==> config.mk <==
export PLATFORM = sky130hd
export DESIGN_NAME = qhc_front
export DESIGN_NICKNAME = d
export VERILOG_FILES = /design/src/rtl/qhc_pkg.sv /design/src/rtl/qhc_front.sv
export SDC_FILE = /design/constraint.sdc
export NUM_CORES = 1
export LEC_CHECK = 0
export BUFFER_PORTS_ARGS = -buffer_cell sky130_fd_sc_hd__buf_2
export CAP_MARGIN = 20
export CORE_UTILIZATION = 21
export DETAILED_ROUTE_END_ITERATION = 8
export GPL_TIMING_DRIVEN = 0
export PLACE_DENSITY = 0.91
export REMOVE_ABC_BUFFERS = 1
export SYNTH_ARGS = -nofsm -noshare
export SYNTH_HDL_FRONTEND = slang
export SYNTH_SLANG_ARGS = --single-unit
==> constraint.sdc <==
create_clock -name vclk -period 3.46
set_input_delay 0.346 -clock vclk [all_inputs]
set_output_delay 0.346 -clock vclk [all_outputs]
set_load 0.05 [all_outputs]
==> src/rtl/qhc_pkg.sv <==
package qhc_pkg;

  // default coordinate format, signed q8.15 in 24 bits
  localparam int unsigned QHC_COORD_BITS = 24;
  localparam int unsigned QHC_FRAC_BITS  = 15;

  // depth of the queue between classifier and sequencer
  localparam int unsigned QHC_FIFO_DEPTH = 2;

  // polygon entry codes: a*4+b, a == b selects vertex a, else edge point between a and b
  localparam logic [3:0] C_V0  = 4'd0;
  localparam logic [3:0] C_V1  = 4'd5;
  localparam logic [3:0] C_V2  = 4'd10;
  localparam logic [3:0] C_V3  = 4'd15;
  localparam logic [3:0] C_E01 = 4'd1;
  localparam logic [3:0] C_E03 = 4'd3;
  localparam logic [3:0] C_E10 = 4'd4;
  localparam logic [3:0] C_E12 = 4'd6;
  localparam logic [3:0] C_E21 = 4'd9;
  localparam logic [3:0] C_E23 = 4'd11;
  localparam logic [3:0] C_E30 = 4'd12;
  localparam logic [3:0] C_E32 = 4'd14;
  localparam logic [3:0] C_NONE = 4'd0;

  typedef logic [2:0] vidx_t;

  // element 0 is the first polygon vertex
  typedef logic [4:0][3:0] qhc_row_t;

  // classification of one quad: sign pattern and polygon size
  typedef struct packed {
    logic [3:0] cfg;
    vidx_t      count;
  } qhc_class_t;

  // polygon size for each sign pattern; nothing above and the two crossed patterns give zero
  function automatic vidx_t qhc_count(input logic [3:0] cfg);
    vidx_t n;
    unique case (cfg)
      4'd1, 4'd2, 4'd4, 4'd8:           n = 3'd3;
      4'd3, 4'd6, 4'd9, 4'd12, 4'd15:   n = 3'd4;
      4'd7, 4'd11, 4'd13, 4'd14:        n = 3'd5;
      default:                          n = 3'd0;
    endcase
    return n;
  endfunction

  // polygon vertex list for each sign pattern, first vertex in element 0
  function automatic qhc_row_t qhc_row(input logic [3:0] cfg);
    qhc_row_t r;
    unique case (cfg)
      4'd1:    r = {C_NONE, C_NONE, C_E30, C_E10, C_V0};
      4'd2:    r = {C_NONE, C_NONE, C_E21, C_V1, C_E01};
      4'd3:    r = {C_NONE, C_E30, C_E21, C_V1, C_V0};
      4'd4:    r = {C_NONE, C_NONE, C_V2, C_E12, C_E32};
      4'd6:    r = {C_NONE, C_E32, C_V2, C_V1, C_E01};
      4'd7:    r = {C_E30, C_E32, C_V2, C_V1, C_V0};
      4'd8:    r = {C_NONE, C_NONE, C_V3, C_E23, C_E03};
      4'd9:    r = {C_NONE, C_V3, C_E23, C_E10, C_V0};
      4'd11:   r = {C_V3, C_E23, C_E21, C_V1, C_V0};
      4'd12:   r = {C_NONE, C_V3, C_V2, C_E12, C_E03};
      4'd13:   r = {C_V3, C_V2, C_E12, C_E10, C_V0};
      4'd14:   r = {C_E03, C_V3, C_V2, C_V1, C_E01};
      4'd15:   r = {C_NONE, C_V3, C_V2, C_V1, C_V0};
      default: r = '0;
    endcase
    return r;
  endfunction

endpackage

==> src/rtl/qhc_front.sv <==
module qhc_front #(
  parameter int unsigned COORD_BITS = qhc_pkg::QHC_COORD_BITS
) (
  input  logic                         start,
  input  logic                         full,
  input  logic signed [COORD_BITS-1:0] z0,
  input  logic signed [COORD_BITS-1:0] z1,
  input  logic signed [COORD_BITS-1:0] z2,
  input  logic signed [COORD_BITS-1:0] z3,
  output logic                         busy,
  output logic                         push,
  output qhc_pkg::qhc_class_t          cls
);
  import qhc_pkg::*;

  logic [3:0] above;

  // handshake: take a quad whenever the queue has room
  assign busy = full;
  assign push = start & ~full;

  // sign pattern, zero z counts as below
  always_comb begin
    above[0] = (z0 > 0);
    above[1] = (z1 > 0);
    above[2] = (z2 > 0);
    above[3] = (z3 > 0);
    cls.cfg   = above;
    cls.count = qhc_count(above);
  end

endmodule

==> load_flow_metrics.sql <==
INSERT INTO impl_metrics (metric_group, metric, value, unit) VALUES
('sta', 'final_setup_violation_count', '0', ''),
('sta', 'finalCriticalPeriod', '2.215', 'ns'),
('sta', 'grt_setup_unrepaired', 'false', ''),
('drt', 'routed-via-count', '837', ''),
('global_route', 'grt_start_max_net_pins', '6', ''),
('drt', 'vias_per_cell', '4.838', ''),
('clocking', 'cts.repair.resized', '0', ''),
('sta', 'relSlewSlack', '0.7782', ''),
('drt', 'drt_wl_total', '1.718', 'mm'),
('power_and_ir_drop', 'internal-power', '54.76', 'µW'),
('power_and_ir_drop', 'total_leakage_power', '0.5145', 'nW'),
('sta', 'worst-slew-pin-transition', '0.3312', 'ns'),
('sta', 'finalHoldWorstSlack', '0.9965', 'ns'),
('floorplan', 'die_y', '42.04', 'µm'),
('layout', 'clock_buffer_count', '0', ''),
('drt', 'drt_iter0_drc', '2', ''),
('layout', 'area.sequential', '0', 'µm²'),
('run', 'max_cap_viols', '0', ''),
('placed_design', 'place.gp.congestion', '0.7551', ''),
('floorplan', 'fp.coreArea', '1506', 'µm²'),
('hold_path', 'holdCritPathClass', 'input pin to output pin', ''),
('sta', 'finalCritPeriodShare', '0.6401', ''),
('power_and_ir_drop', 'power_frac_seq', '0', ''),
('logic_synthesis', 'ys.warnings.count', '0', ''),
('global_route', 'grt_first_pass_wirelength', '2.829', 'mm'),
('setup_path', 'worst-path-max-fanout', '4', ''),
('power_and_ir_drop', 'power.ir.vdd_worst', '0.08639', 'mV'),
('logic_synthesis', 'synthCells', '51', ''),
('power_and_ir_drop', 'powerDensity', '126.3', 'nW/µm²'),
('drt', 'drc', '0', ''),
('placed_design', 'io_buffer_count', '107', ''),
('setup_path', 'arrival', '1.87', 'ns'),
('sta', 'fmax', '0.4515', 'GHz'),
('setup_path', 'timing.critical_path.required', '3.11', 'ns'),
('power_and_ir_drop', 'power.total', '111.8', 'µW'),
('power_and_ir_drop', 'total_switching_power', '57.00', 'µW'),
('logic_synthesis', 'top_count_cell_post_synth', 'nor4_1', ''),
('logic_synthesis', 'synth_top_cell_area_share', '0.3717', ''),
('placed_design', 'post-dp-hpwl', '1.672', 'mm'),
('logic_synthesis', 'post_synth.cell_area_avg', '6.599', 'µm²'),
('floorplan', 'floorplan.die_area', '1767', 'µm²'),
('drt', 'drt_first_pass_iters', '2', ''),
('logic_synthesis', 'yosysTopAreaCell', 'nor4_1', ''),
('status', 'outcome', 'complete, no violations', ''),
('clocking', 'hold_buffer_count_at_cts', '0', ''),
('drt', 'drt.antenna.violating_nets', '0', ''),
('layout', 'layout-drive-gt1-share', '0.6943', ''),
('layout', 'number_of_filler_cells_placed_in_the_layout', '142', ''),
('logic_synthesis', 'syn_area', '336.6', 'µm²'),
('setup_path', 'crit_type', 'input pin to output pin', ''),
('floorplan', 'floorplan.io_pins', '107', ''),
('power_and_ir_drop', 'clkPwrFrac', '0', ''),
('logic_synthesis', 'synth-seq-area-share', '0', ''),
('sta', 'timing.final.max_slew_violations', '0', ''),
('global_route', 'grt_pass1_vias', '811', ''),
('global_route', 'antenna_found_initial', '0', ''),
('layout', 'post_layout_net_count', '259', ''),
('logic_synthesis', 'synth_commonest_cells', 'nor4_1, inv_1, nor3_1', ''),
('logic_synthesis', 'synth.top_cells.by_area', 'nor4_1, ha_1, nor3_1', ''),
('power_and_ir_drop', 'combPwrFrac', '1.000', ''),
('logic_synthesis', 'netlist-cell-type-count', '19', ''),
('sta', 'totalNegativeSetupSlack', '0', 'ns'),
('floorplan', 'rows', '14', ''),
('power_and_ir_drop', 'netSwitchingFraction', '0.5100', ''),
('layout', 'nFlopsAndLatches', '0', ''),
('layout', 'antenna_cells', '0', ''),
('setup_path', 'crit_path_start_kind', 'input pin', ''),
('layout', 'flow.area_growth_from_synthesis', '162.8', '%'),
('global_route', 'gr-usage-all-layers', '0.1925', ''),
('drt', 'wire_per_inst', '9.931', 'µm'),
('setup_path', 'critical_path.endpoint_type', 'output pin', ''),
('global_route', 'grt_remaining_overflow', '0', ''),
('sta', 'final_hold_viol_count', '0', ''),
('floorplan', 'initial_core_util', '0.2234', ''),
('floorplan', 'die_width', '42.04', 'µm'),
('clocking', 'postCtsSetupBuffers', '0', '');
[cells in the final DEF (no fill, tap or decap)]
cell      count
nand2_1       3
a21oi_1       1
nand4_1       3
and3b_1       1
xnor2_1       2
o21ai_1       1
o21bai_2      1
ha_1          2
o21bai_1      1
nor4_1       20
a31oi_1       1
nor2b_1       1
buf_2       107
nand3_1       1
and4_1        1
inv_1         5
mux2i_1       1
nor3_1        4
o21bai_4      1
[path summary, 6_finish.rpt]
kind                    from     end  slack [ns]  cells after the start
worst max-delay path  z0[13]  cls[0]        1.25                      8
worst min-delay path    full    busy         1.0                      2
[layer usage]
layer  share of wire  wire [µm]  GRT usage
met5               0          0          0
met4          0.0070         12    0.01875
met3            0.13        217    0.03879
met2            0.58        999     0.4625
met1            0.28        487     0.1474
[critical path, stage by stage]
cell,delay (ns)
buf_2,0.09
nor4_1,0.27
and4_1,0.23
a31oi_1,0.14
inv_1,0.09
ha_1,0.25
xnor2_1,0.17
buf_2,0.28
[cell families after synthesis]
kind of cell | count (synthesis) | share of synthesized area
fa+ha+maj | 2 | 0.07434
xor+xnor | 2 | 0.05205
buf+inv | 6 | 0.07808
simple gates | 34 | 0.6060
compound gates | 6 | 0.1598
mux | 1 | 0.02974
[final cells by class]
type	count	area, µm²	area share
Multi-Input combinational cell	45	310.3	0.3508
Inverter	5	18.77	0.02122
Timing Repair Buffer	107	535.5	0.6054
Tap cell	16	20.02	0.02263
[power by group through the flow]
stage / logic, mW / clock network (mW) / registers, mW
CTS: 0.113 / 0 / 0
finish: 0.112 / 0 / 0
global placement: 0.110 / 0 / 0
floorplan: 0.0464 / 0 / 0
global route: 0.122 / 0 / 0
detailed placement: 0.113 / 0 / 0
[through the flow]
stage | utilization | instance area (µm²) | setup WS, ns | std cells
detailed placement | 0.5872 | 884.6 | 1.228 | 173
finish | 0.5872 | 884.6 | 1.245 | 173
floorplan | - | 329.1 | 0.3488 | 50
CTS | 0.5872 | 884.6 | 1.211 | 173
global route | 0.5872 | 884.6 | 1.072 | 173
global placement | 0.5872 | 884.6 | 1.296 | 173
Power figures use the tool's default switching activity.
