===== src/rtl/qhc_pkg.sv =====
package qhc_pkg;

  // default coordinate format, signed q8.15 in 24 bits
  localparam int unsigned QHC_COORD_BITS = 24;
  localparam int unsigned QHC_FRAC_BITS  = 15;

  // depth of the queue between classifier and sequencer
  localparam int unsigned QHC_FIFO_DEPTH = 2;

  // polygon entry codes: a*4+b, a == b selects vertex a, else edge point between a and b
  localparam logic [3:0] C_V0  = 4'd0;
  localparam logic [3:0] C_V1  = 4'd5;
  localparam logic [3:0] C_V2  = 4'd10;
  localparam logic [3:0] C_V3  = 4'd15;
  localparam logic [3:0] C_E01 = 4'd1;
  localparam logic [3:0] C_E03 = 4'd3;
  localparam logic [3:0] C_E10 = 4'd4;
  localparam logic [3:0] C_E12 = 4'd6;
  localparam logic [3:0] C_E21 = 4'd9;
  localparam logic [3:0] C_E23 = 4'd11;
  localparam logic [3:0] C_E30 = 4'd12;
  localparam logic [3:0] C_E32 = 4'd14;
  localparam logic [3:0] C_NONE = 4'd0;

  typedef logic [2:0] vidx_t;

  // element 0 is the first polygon vertex
  typedef logic [4:0][3:0] qhc_row_t;

  // classification of one quad: sign pattern and polygon size
  typedef struct packed {
    logic [3:0] cfg;
    vidx_t      count;
  } qhc_class_t;

  // polygon size for each sign pattern; nothing above and the two crossed patterns give zero
  function automatic vidx_t qhc_count(input logic [3:0] cfg);
    vidx_t n;
    unique case (cfg)
      4'd1, 4'd2, 4'd4, 4'd8:           n = 3'd3;
      4'd3, 4'd6, 4'd9, 4'd12, 4'd15:   n = 3'd4;
      4'd7, 4'd11, 4'd13, 4'd14:        n = 3'd5;
      default:                          n = 3'd0;
    endcase
    return n;
  endfunction

  // polygon vertex list for each sign pattern, first vertex in element 0
  function automatic qhc_row_t qhc_row(input logic [3:0] cfg);
    qhc_row_t r;
    unique case (cfg)
      4'd1:    r = {C_NONE, C_NONE, C_E30, C_E10, C_V0};
      4'd2:    r = {C_NONE, C_NONE, C_E21, C_V1, C_E01};
      4'd3:    r = {C_NONE, C_E30, C_E21, C_V1, C_V0};
      4'd4:    r = {C_NONE, C_NONE, C_V2, C_E12, C_E32};
      4'd6:    r = {C_NONE, C_E32, C_V2, C_V1, C_E01};
      4'd7:    r = {C_E30, C_E32, C_V2, C_V1, C_V0};
      4'd8:    r = {C_NONE, C_NONE, C_V3, C_E23, C_E03};
      4'd9:    r = {C_NONE, C_V3, C_E23, C_E10, C_V0};
      4'd11:   r = {C_V3, C_E23, C_E21, C_V1, C_V0};
      4'd12:   r = {C_NONE, C_V3, C_V2, C_E12, C_E03};
      4'd13:   r = {C_V3, C_V2, C_E12, C_E10, C_V0};
      4'd14:   r = {C_E03, C_V3, C_V2, C_V1, C_E01};
      4'd15:   r = {C_NONE, C_V3, C_V2, C_V1, C_V0};
      default: r = '0;
    endcase
    return r;
  endfunction

endpackage


===== src/rtl/qhc_fifo.sv =====
module qhc_fifo #(
  parameter int unsigned WIDTH = 8
) (
  input  logic             clk,
  input  logic             rst,
  input  logic             push,
  input  logic [WIDTH-1:0] wdata,
  input  logic             pop,
  output logic [WIDTH-1:0] rdata,
  output logic             empty,
  output logic             full
);
  import qhc_pkg::*;

  localparam int unsigned DEPTH = QHC_FIFO_DEPTH;
  localparam int unsigned PW    = (DEPTH > 1) ? $clog2(DEPTH) : 1;
  localparam int unsigned CW    = $clog2(DEPTH + 1);

  logic [WIDTH-1:0] mem [DEPTH];
  logic [PW-1:0]    wr_ptr;
  logic [PW-1:0]    rd_ptr;
  logic [CW-1:0]    fill;

  assign empty = (fill == '0);
  assign full  = (fill == CW'(DEPTH));
  assign rdata = mem[rd_ptr];

  // entry storage
  always_ff @(posedge clk) begin
    if (push) begin
      mem[wr_ptr] <= wdata;
    end
  end

  // pointers and fill level
  always_ff @(posedge clk) begin
    if (rst) begin
      wr_ptr <= '0;
      rd_ptr <= '0;
      fill   <= '0;
    end else begin
      if (push) begin
        wr_ptr <= (wr_ptr == PW'(DEPTH - 1)) ? '0 : wr_ptr + 1'b1;
      end
      if (pop) begin
        rd_ptr <= (rd_ptr == PW'(DEPTH - 1)) ? '0 : rd_ptr + 1'b1;
      end
      case ({push, pop})
        2'b10:   fill <= fill + 1'b1;
        2'b01:   fill <= fill - 1'b1;
        default: fill <= fill;
      endcase
    end
  end

endmodule


===== config.mk =====
export PLATFORM = sky130hd
export DESIGN_NAME = qhc_fifo
export DESIGN_NICKNAME = d
export VERILOG_FILES = /design/src/rtl/qhc_pkg.sv /design/src/rtl/qhc_fifo.sv
export SDC_FILE = /design/constraint.sdc
export NUM_CORES = 1
export LEC_CHECK = 0
export ABC_AREA = 1
export BUFFER_PORTS_ARGS = -buffer_cell sky130_fd_sc_hd__clkbuf_2
export CAP_MARGIN = 40
export CORE_MARGIN = 2
export CORE_UTILIZATION = 50
export CTS_CLUSTER_DIAMETER = 40
export DETAILED_ROUTE_END_ITERATION = 8
export HOLD_SLACK_MARGIN = 0.03
export PLACE_DENSITY = 0.8
export SLEW_MARGIN = 20
export SYNTH_ARGS = -nofsm -noshare
export SYNTH_HDL_FRONTEND = slang
export SYNTH_SLANG_ARGS = --single-unit
export TNS_END_PERCENT = 10

===== constraint.sdc =====
create_clock -name clk -period 3.18 [get_ports clk]
set_input_delay 0.318 -clock clk [delete_from_list [all_inputs] [get_ports clk]]
set_output_delay 0.318 -clock clk [all_outputs]
set_load 0.05 [all_outputs]

==> results by group <==
Pwr
  • Switching Fraction: 0.290
  • Cell Int Power: 0.394 mW
  • Clock share of power: 0.222
  • Power per cell area: 586 mW/mm²
  • Fraction of power consumed by combinational cells: 0.193
  • IR drop worst, VDD: 0.310 mV
  • Seq pwr share: 0.584
  • Net Switching: 0.161 mW
  • Leak: 0.404 nW

Die
  • Initial Util: 0.536
  • Die area: 0.00195 mm²
  • Std-Cell Core Area: 0.00151 mm²
  • Row count: 14
  • I/O pins: 22
  • Die span in x: 44.2 µm
  • Die height: 44.2 µm

Route
  • Routed Antenna Nets: 0
  • Initial drt markers: 2
  • Via density: 4.90
  • Final wirelength: 1180 µm
  • DR WL/cell: 12.0 µm
  • Drc violations: 0
  • TritonRoute pass-1 iters: 3
  • Vias: 480

Global route
  • Global-route wire length before repair: 1800 µm
  • Initial antenna violation count: 0
  • Largest net degree at the start of global routing: 12
  • Grt ovf: 0
  • All-Layer GR Usage: 0.135
  • Number of global-route vias before repair: 439

Yosys
  • Mapped cell area: 807 µm²
  • Yosys cell types: 13
  • Syn Inst Count: 58
  • Yosys reg bits: 21
  • Syn_nets: 71
  • Synth area leader: edfxtp_1
  • Top cell type's share of synthesized area: 0.595
  • Yosys warns: 0
  • Synth top area cells: edfxtp_1 (60%), dfxtp_1 (12%), mux2_2 (11%), nor2_1 (4.7%), inv_1 (3.3%)
  • Synth Area per Inst: 13.9 µm²
  • Post-synthesis sequential area ratio: 0.719

Flow run
  • Max-cap viol count: 0

Cells and area
  • Multi-input combinational cell area: 189 µm²
  • Nets: 96
  • Fill cell count: 131
  • Area Growth Syn to Fin: 17.4%
  • N_diodes: 0
  • Final core occ: 0.629
  • Register area: 581 µm²
  • Share of layout cells above drive strength 1: 0.390

STA
  • Setup Total Neg Slack: 0 ps
  • Max transition margin: 0.550
  • Final setup fails: 0
  • FMAX: 0.572 GHz
  • Least-Margin Pin Slew: 673 ps
  • RSZ-0062 raised after global routing: false
  • Max-slew violations: 0
  • Fin. Hold Viols: 0
  • Period utilisation layout: 0.550
  • Min cycle time layout: 1750 ps
  • Skew final: 5.56 ps
  • Fin worst setup slack: 1430 ps

Setup path
  • Crit-path leading delay family: flip-flops
  • Critical Path Slowest Stage Cell: dfxtp_1
  • WP buf/inv: 1
  • Crit-path cells: mux2_2 > clkbuf_2
  • Worst path depth: 2
  • R2r worst-path depth: 1
  • R2r setup slk: 1950 ps
  • WS Path Type: flip-flop to output port
  • Start of the worst register-to-register path: wr_ptr
  • Critical path arrival: 1430 ps
  • Worst setup SP type: flip-flop
  • CP max stage delay: 520 ps
  • Largest fanout on the critical path: 8
  • CP required: 2860 ps
  • R2r endpoint: mem[0][1]
  • CP endpoint kind: output port

Clock tree
  • Sink Count: 21
  • Post_cts resized: 0
  • H-tree depth: 1
  • # hold bufs at CTS: 0
  • CTS tree: done
  • Num CTS Buffers: 3
  • CTS clk-pin slew, worst paths: 110 ps
  • CTS Buffer Depth: 2
  • Clock root cell: clkbuf_4
  • Clk_lat worst skew: 290 ps
  • Post-CTS Setup Bufs: 0

Run status
  • Status: completed

Hold path
  • Worst Hold Class: input port to flip-flop
  • Worst hold start: wdata[5]
  • Hold path cells: 1
  • WHS Endpoint: mem[0][5]

Place
  • HPWL Detailed: 896 µm
  • Setup WS pre-CTS: 1730 ps
  • Placer Congestion: 0.749
  • Port bufs: 21
==> cell usage after synthesis, drive strengths merged <==
master,n
edfxtp,16
a21oi,1
xnor2,1
nor2,10
nor3,1
nand2,5
inv,7
ha,1
o21ai,1
buf,1
mux2,8
dfxtp,5
nand4,1
==> cell families after synthesis <==
logic type	synth area share
AO/OA/AOI/OAI	0.0124
flip-flops	0.719
XOR/XNOR	0.0109
multiplexers	0.112
AND/OR/NAND/NOR	0.0837
buffers and inverters	0.0465
adder cells (fa/ha/maj)	0.0155
==> cells in the final DEF, fill, tap and decap left out, types with 3 or more instances in the layout <==
cell	instances
dfxtp_1	5
inv_1	7
nand2_1	5
edfxtp_1	16
mux2_2	8
clkbuf_2	21
nor2_1	10
clkbuf_4	3
==> final cells by class <==
type | count | share of cell area
tap | 16 | 0.0211
sequential | 21 | 0.613
multi-input combinational | 29 | 0.199
inverter | 7 | 0.0277
clock buffer | 4 | 0.0277
timing repair buffer | 21 | 0.111
==> layer usage <==
| metal | routed length [µm] | up-vias | global-route usage | share of wire |
|---|---|---|---|---|
| met1 | 506 | 218 | 0.152 | 0.43 |
| met3 | 72 | 4 | 0.0286 | 0.061 |
| met2 | 571 | 13 | 0.229 | 0.49 |
| met4 | 26 | 0 | 0.0909 | 0.022 |
| li1 | - | 245 | - | - |
| met5 | 0 | - | 0 | 0 |
==> power by group through the flow <==
stage	clock [mW]	combinational [mW]	sequential, mW
3_3_place_gp	0	0.106	0.330
5_1_grt	0.134	0.115	0.326
3_5_place_dp	0	0.108	0.331
2_1_floorplan	0	0.0882	0.325
6_report	0.123	0.107	0.324
4_1_cts	0.125	0.109	0.325
==> state kept, by name, summed over array words and instances (netlist names), named ones only <==
register / flops
fill: 2
mem: 16
rd_ptr: 1
wr_ptr: 1
==> per-stage QoR <==
| stage | hold slack, ps | std cells | power (mW) | instance area [µm²] |
|---|---|---|---|---|
| floorplan | 390 | 58 | 0.414 | 807 |
| global placement | 500 | 94 | 0.436 | 921 |
| detailed placement | 511 | 94 | 0.439 | 921 |
| CTS | 200 | 98 | 0.558 | 947 |
| global route | 196 | 98 | 0.575 | 947 |
| finish | 204 | 98 | 0.555 | 947 |
==> worst max path at each step <==
| stage | from | slack, ps | to |
|---|---|---|---|
| floorplan | fill[1] | 1830 | full |
| global placement | flip-flop | 1730 | rdata[5] |
| detailed placement | flip-flop | 1730 | rdata[1] |
| CTS | flip-flop | 1400 | rdata[1] |
| global route | flip-flop | 1360 | rdata[7] |
| finish | flip-flop | 1430 | rdata[5] |
No activity file was read; power rests on OpenSTA's default activity.
